File: src/rtl/dm2d_pkg.sv
`timescale 1ns / 1ps
// ----------------------------------------------------------------------------
// dm2d_pkg
// Types, constants and the square-root step shared by the 2D distance block.
// ----------------------------------------------------------------------------
package dm2d_pkg;

  localparam int COORD_WIDTH_DEF = 16;

  localparam int DIST_W      = 17;
  localparam int OUT_TDATA_W = ((DIST_W + 7) / 8) * 8;
  localparam logic [DIST_W-1:0] DIST_MAX = {DIST_W{1'b1}};

  localparam int SQ_W        = 2 * DIST_W;        // one squared difference
  localparam int RAD_W       = 2 * (DIST_W + 1);  // radicand, padded to even
  localparam int ROOT_W      = RAD_W / 2;
  localparam int REM_W       = ROOT_W + 1;
  localparam int TRIAL_W     = REM_W + 2;
  localparam int SQRT_STEPS  = 2;                 // root bits per stage
  localparam int SQRT_STAGES = ROOT_W / SQRT_STEPS;

  typedef enum logic [1:0] {
    MODE_EUCLID    = 2'd0,
    MODE_MANHATTAN = 2'd1,
    MODE_CHEBYSHEV = 2'd2,
    MODE_INVALID   = 2'd3
  } mode_t;

  // State of one item inside the root pipeline
  typedef struct packed {
    logic [RAD_W-1:0]  rad;
    logic [REM_W-1:0]  rem;
    logic [ROOT_W-1:0] root;
    logic [DIST_W-1:0] fast;    // result of the non-root metrics
    logic              euclid;  // take the root as result
    logic              bad;
  } sq_t;

  // One digit-by-digit step: one root bit from two radicand bits
  function automatic sq_t sqrt_step(sq_t s);
    sq_t                o;
    logic [TRIAL_W-1:0] rs;
    logic [TRIAL_W-1:0] t;
    o     = s;
    rs    = {s.rem, s.rad[RAD_W-1 -: 2]};
    t     = {1'b0, s.root, 2'b01};
    o.rad = {s.rad[RAD_W-3:0], 2'b00};
    if (rs >= t) begin
      o.rem  = REM_W'(rs - t);
      o.root = {s.root[ROOT_W-2:0], 1'b1};
    end else begin
      o.rem  = rs[REM_W-1:0];
      o.root = {s.root[ROOT_W-2:0], 1'b0};
    end
    return o;
  endfunction

endpackage

File: src/rtl/distance_metric_2d.sv
`timescale 1ns / 1ps
// ----------------------------------------------------------------------------
// distance_metric_2d
// Euclidean, Manhattan or Chebyshev distance between two signed 2D points.
// ----------------------------------------------------------------------------
// One point pair is taken per clock while the output side is not stalled. The
// depth is set by the 18-bit integer square root, resolved two root bits per
// stage over nine stages, behind three stages for the differences, the squares
// and their sum, and ahead of the output register.
// Each stage holds while the one after it is full and stalled, so bubbles
// close up and the input keeps taking transfers while a result waits, until
// every stage is full.
// Coordinates are two's complement with 4 fraction bits; the distance is
// unsigned with 4 fraction bits and saturates at 131071. Selector value 3
// gives distance 0 with bad_mode set.
// ----------------------------------------------------------------------------
module distance_metric_2d #(
  parameter int COORD_WIDTH = dm2d_pkg::COORD_WIDTH_DEF
) (
  input  logic                                     clk,
  input  logic                                     rst_n,
  input  logic                                     in_tvalid,
  output logic                                     in_tready,
  // p_x, p_y, q_x, q_y, zero padded to bytes
  input  logic [((4*COORD_WIDTH+7)/8)*8-1:0]       in_tdata,
  // mode
  input  logic [1:0]                               in_tuser,
  output logic                                     out_tvalid,
  input  logic                                     out_tready,
  // distance, zero padded to bytes
  output logic [dm2d_pkg::OUT_TDATA_W-1:0]         out_tdata,
  // bad_mode
  output logic                                     out_tuser
);
  import dm2d_pkg::*;

  localparam int CW  = COORD_WIDTH;
  localparam int EW  = (CW > DIST_W) ? CW : DIST_W;
  localparam int NST = SQRT_STAGES + 4;
  localparam int OST = NST - 1;

  // stage handshake
  logic [NST-1:0] vld_r;
  logic [NST-1:0] rdy;

  always_comb begin
    rdy[OST] = !vld_r[OST] || out_tready;
    for (int k = OST - 1; k >= 0; k--) begin
      rdy[k] = !vld_r[k] || rdy[k+1];
    end
  end

  always_ff @(posedge clk) begin
    if (!rst_n) begin
      vld_r <= '0;
    end else begin
      if (rdy[0]) begin
        vld_r[0] <= in_tvalid;
      end
      for (int k = 1; k < NST; k++) begin
        if (rdy[k]) begin
          vld_r[k] <= vld_r[k-1];
        end
      end
    end
  end

  assign in_tready = rdy[0];

  // stage 1: absolute differences
  logic [CW-1:0] px, py, qx, qy;
  logic [CW:0]   ddx, ddy;
  logic [CW-1:0] dx_nxt, dy_nxt;
  logic [CW-1:0] dx_r, dy_r;
  mode_t         mode_r;

  assign px  = in_tdata[CW-1:0];
  assign py  = in_tdata[2*CW-1:CW];
  assign qx  = in_tdata[3*CW-1:2*CW];
  assign qy  = in_tdata[4*CW-1:3*CW];
  assign ddx = {qx[CW-1], qx} - {px[CW-1], px};
  assign ddy = {qy[CW-1], qy} - {py[CW-1], py};

  always_comb begin
    dx_nxt = ddx[CW] ? CW'(-ddx) : ddx[CW-1:0];
    dy_nxt = ddy[CW] ? CW'(-ddy) : ddy[CW-1:0];
  end

  always_ff @(posedge clk) begin
    if (rdy[0]) begin
      dx_r   <= dx_nxt;
      dy_r   <= dy_nxt;
      mode_r <= mode_t'(in_tuser);
    end
  end

  // stage 2: squares, saturation, Manhattan and Chebyshev
  logic [EW-1:0]     dxe, dye, big;
  logic              sat;
  logic [DIST_W-1:0] dxc, dyc;
  logic [DIST_W:0]   man;
  logic [SQ_W-1:0]   sqx_nxt, sqy_nxt;
  logic [DIST_W-1:0] fast_nxt;
  logic              euclid_nxt, bad_nxt;
  logic [SQ_W-1:0]   sqx_r, sqy_r;
  logic [DIST_W-1:0] fast_r;
  logic              euclid_r, bad_r;

  always_comb begin
    dxe        = EW'(dx_r);
    dye        = EW'(dy_r);
    big        = (dxe > dye) ? dxe : dye;
    sat        = big > EW'(DIST_MAX);
    dxc        = dxe[DIST_W-1:0];
    dyc        = dye[DIST_W-1:0];
    man        = {1'b0, dxc} + {1'b0, dyc};
    sqx_nxt    = dxc * dxc;
    sqy_nxt    = dyc * dyc;
    bad_nxt    = 1'b0;
    euclid_nxt = 1'b0;
    fast_nxt   = '0;
    unique case (mode_r)
      MODE_EUCLID: begin
        euclid_nxt = !sat;
        fast_nxt   = sat ? DIST_MAX : '0;
      end
      MODE_MANHATTAN: begin
        fast_nxt = (sat || man[DIST_W]) ? DIST_MAX : man[DIST_W-1:0];
      end
      MODE_CHEBYSHEV: begin
        fast_nxt = sat ? DIST_MAX : big[DIST_W-1:0];
      end
      MODE_INVALID: begin
        bad_nxt = 1'b1;
      end
      default: begin
        bad_nxt = 1'b1;
      end
    endcase
  end

  always_ff @(posedge clk) begin
    if (rdy[1]) begin
      sqx_r    <= sqx_nxt;
      sqy_r    <= sqy_nxt;
      fast_r   <= fast_nxt;
      euclid_r <= euclid_nxt;
      bad_r    <= bad_nxt;
    end
  end

  // stage 3 (sq_r[0]): sum of squares; then root stages sq_r[1..]
  sq_t sq_r   [SQRT_STAGES+1];
  sq_t sq_nxt [SQRT_STAGES+1];

  always_comb begin
    sq_nxt[0].rad    = RAD_W'({1'b0, sqx_r} + {1'b0, sqy_r});
    sq_nxt[0].rem    = '0;
    sq_nxt[0].root   = '0;
    sq_nxt[0].fast   = fast_r;
    sq_nxt[0].euclid = euclid_r;
    sq_nxt[0].bad    = bad_r;
  end

  for (genvar j = 1; j <= SQRT_STAGES; j++) begin : g_root
    always_comb begin
      sq_nxt[j] = sq_r[j-1];
      for (int s = 0; s < SQRT_STEPS; s++) begin
        sq_nxt[j] = sqrt_step(sq_nxt[j]);
      end
    end
  end

  for (genvar j = 0; j <= SQRT_STAGES; j++) begin : g_sq_reg
    always_ff @(posedge clk) begin
      if (rdy[2+j]) begin
        sq_r[j] <= sq_nxt[j];
      end
    end
  end

  // output register
  sq_t               fin;
  logic [DIST_W-1:0] dist_nxt;
  logic [DIST_W-1:0] dist_r;
  logic              bad_out_r;

  always_comb begin
    fin = sq_r[SQRT_STAGES];
    if (fin.euclid) begin
      dist_nxt = (fin.root > ROOT_W'(DIST_MAX)) ? DIST_MAX : fin.root[DIST_W-1:0];
    end else begin
      dist_nxt = fin.fast;
    end
  end

  always_ff @(posedge clk) begin
    if (rdy[OST]) begin
      dist_r    <= dist_nxt;
      bad_out_r <= fin.bad;
    end
  end

  assign out_tvalid = vld_r[OST];
  assign out_tdata  = OUT_TDATA_W'(dist_r);
  assign out_tuser  = bad_out_r;

endmodule
File: config.mk
export PLATFORM = sky130hd
export DESIGN_NAME = distance_metric_2d
export DESIGN_NICKNAME = d
export VERILOG_FILES = /design/src/rtl/dm2d_pkg.sv /design/src/rtl/distance_metric_2d.sv
export SDC_FILE = /design/constraint.sdc
export NUM_CORES = 2
export LEC_CHECK = 0
export BUFFER_PORTS_ARGS = -buffer_cell sky130_fd_sc_hd__buf_2
export CAP_MARGIN = 20
export CORE_UTILIZATION = 50
export CTS_BUF_LIST = sky130_fd_sc_hd__clkbuf_16
export CTS_CLUSTER_DIAMETER = 100
export DETAILED_ROUTE_END_ITERATION = 12
export HOLD_SLACK_MARGIN = 0.05
export PLACE_DENSITY_LB_ADDON = 0.05
export SLEW_MARGIN = 30
export SYNTH_ARGS = -nofsm -noshare
export SYNTH_HDL_FRONTEND = slang
export SYNTH_SLANG_ARGS = --single-unit
File: constraint.sdc
create_clock -name clk -period 7.8 [get_ports clk]
set_clock_uncertainty 0.05 [all_clocks]
set_input_delay 0.78 -clock clk [delete_from_list [all_inputs] [get_ports clk]]
set_output_delay 0.78 -clock clk [all_outputs]
set_load 0.01 [all_outputs]
==> results.yml <==
worst_setup_path:
  worst_ep_arrival_time_ns: 7.61
  crit_fanout: 12
  end_kind: "flop"
  r2r-start: "dy_r[3]$_DFFE_PP_"
  r2r_cells: 21
  r2r_slack_ns: 0.54
  startpoint: "dy_r[3]$_DFFE_PP_"
  worstPathRequired_ns: 8.15
  r2r-end: "sqy_r[30]$_DFFE_PP_"
  crit_type: "reg -> reg"
  cp-start-kind: "flop"
route:
  drc: 0
  totalWireLength_um: 119000
  drt_iter0_markers: 2058
  ant_nets: 0
  vias: 35600
  wl_per_cell_um: 18.1
  via_per_inst: 5.40
  dr.pass1.iters: 8
global_routing:
  grt_max_degree: 72
  overflow: 0
  grt_usage_pct: 22.2
  grt_pass1_wl_um: 190000
  antenna_found_initial: 1
  grt_pass1_vias: 35100
die:
  dieWidth_um: 330
  fp.dieArea_mm2: 0.109
  core_area_mm2: 0.106
  rows: 119
  initial_core_util_pct: 50.7
  io_pins: 97
  chipHeight_um: 330
timing:
  timing_worst_slew_pin_value_ns: 0.989
  rsz0062_at_grt: "no"
  fmax_mhz: 138
  setup_viol: 0
  hold_viol_final: 0
  slew_headroom_pct: 33.2
  final.setup.tns_ns: 0
  period_minus_slack_ns: 7.26
  timing.final.crit_share_pct: 93.1
  whs_ns: 0.243
  slew_viol_final: 0
worst_hold_path:
  hold_class: "in -> reg"
  hp-start: "in_tuser[1]"
  min_delay_path_depth: 1
  min_to: "mode_r[1]$_DFFE_PP_"
synth:
  synth_ff_type: "edfxtp_1"
  synth_top_area_share_pct: 40.0
  async_flop_share_pct: 0
  synth-edff-count: 715
  synth_seq_cells: 728
  yosys.area.top_type: "edfxtp_1"
  netlist_instances: 5000
  netlist-cell-type-count: 102
  synth_area_mm2: 0.0537
  synth_area_leaders: "edfxtp_1 40%, fa_1 12%, ha_1 11%"
  ys_warn_count: 0
  ys_seq_area_share_pct: 40.5
  synth_common_cells: "749 x inv_1, 715 x edfxtp_1, 469 x ha_1"
  synth_most_common_cell: "inv_1"
  synth.avg_cell_area_um2: 10.7
place:
  place_congestion: 0.895
  port_buffers: 89
  hpwl_um: 94300
job:
  cap_violations: 0
clocking:
  clkSinkCount: 728
  cts-htree-levels: 3
  cts_tree: "yes"
  cts_root_buf: "clkbuf_16"
  clockBufferDepth: 3
  holdBufCountCts: 0
  cts_inserted_buffers: 80
  cts_resized: 0
  cts_setup_buffers: 0
  clkTransAtPathRegs_ns: 0.06
  clk_latency_ns: 0.66
layout:
  final_layout_size_suffix_gt1_share_pct: 7.42
  fill_cells: 9320
  n_antenna_cell: 0
  nets: 5997
  area_delta_synth_final_pct: 9.05
outcome:
  status: "finished, final reports clean"
[per-layer routing]
metal	share of wire [%]	wire length [um]	track usage (%)	up-vias
met5	0.011	13	0	-
met4	2.1	2530	5.53	2
met3	3.7	4470	2.75	148
met2	50	59200	38.7	607
met1	44	52900	29.3	17200
li1	-	-	-	17600
[layout by cell type, fill, tap and decap left out, types with 22 or more instances in the layout]
cell type and count:
o31ai_1 26, o21a_1 61, a21o_1 89, nor2b_1 52, nor3_1 93, o21bai_1 37, clkbuf_16 80, ha_1 469
nand2_1 335, nand2b_1 47, a21oi_1 288, or3_1 42, o22ai_1 22, and2_1 84, a31oi_1 43, a211oi_1 22
nand4_1 33, nor4_1 26, buf_2 89, nand3_1 68, nor2_1 321, mux2_2 37, buf_4 53, xor2_1 110
edfxtp_1 715, xnor2_1 236, mux2i_1 30, o211ai_1 33, fa_1 332, inv_1 760, or2_2 35, o21ai_0 161
and3_1 28
[area by class of cell]
class,instances,area [um2],share of cell area [%]
sequential,728,21700,37.1
multi-input combinational,3414,28700,49.0
clock inverter,66,618,1.06
inverter,757,2840,4.86
timing repair buffer,145,893,1.53
tap,1391,1740,2.97
clock buffer,80,2000,3.42
[logic make-up (layout without fill, tap and decap cells)]
group                      Yosys count  in the layout  synth area share [%]
muxes                               70             70                  1.41
other                                1              8               0.00699
DFF                                728            728                  40.5
adders and majority gates          801            801                  23.3
and+or+nand+nor                   1265           1265                  11.8
xor gates and xnor gates           346            346                  5.65
buffers and inverters              865           1048                  6.15
AOI/OAI and AO/OA                  924            924                  11.1
[how the worst max path moves through the flow]
stage / end / slack [ns] / depth (start not counted)
4_1_cts: sqy_r[30]$_DFFE_PP_ / 0.52 / 21
3_5_place_dp: sqy_r[30]$_DFFE_PP_ / 0.58 / 21
3_3_place_gp: sqx_r[31]$_DFFE_PP_ / 0.74 / 22
2_1_floorplan: sqx_r[31]$_DFFE_PP_ / 1.03 / 23
5_1_grt: sqy_r[30]$_DFFE_PP_ / 0.13 / 24
6_report: sqy_r[30]$_DFFE_PP_ / 0.54 / 21
[critical path, cell delays in order (launching register included)]
cell and delay (ns):
edfxtp_1 0.32, buf_4 0.21, clkinv_1 0.46, nor2_1 0.34, fa_1 0.46, fa_1 0.53, fa_1 0.46, fa_1 0.50
fa_1 0.55, inv_1 0.05, fa_1 0.52, inv_1 0.04, ha_1 0.34, a21o_1 0.17, a21oi_1 0.36, nor4b_1 0.30
o311ai_0 0.30, a31o_2 0.32, a21o_1 0.20, a21oi_1 0.20, o21ai_0 0.15, xor2_1 0.17
[state kept, by name, summed over array words and instances (netlist names)]
signal / flops
dy_r: 16
dx_r: 16
mode_r: 2
dist_r: 17
bad_r: 1
sq_r: 582
vld_r: 13
sqy_r: 31
out_tuser: 1
sqx_r: 31
euclid_r: 1
fast_r: 17
[stage by stage]
step | util [%] | setup WS [ns] | area (um2) | instances
6_report | 55.3 | 0.537 | 58500 | 6581
5_1_grt | 55.3 | 0.132 | 58500 | 6581
4_1_cts | 55.2 | 0.521 | 58500 | 6579
3_5_place_dp | 52.7 | 0.579 | 55800 | 6433
3_3_place_gp | 52.7 | 0.739 | 55800 | 6433
2_1_floorplan | - | 1.03 | 53700 | 5007
Power is left out: the tool's default activity adds up to more than one toggle a clock period on the data nets, which glitch-free logic cannot reach.
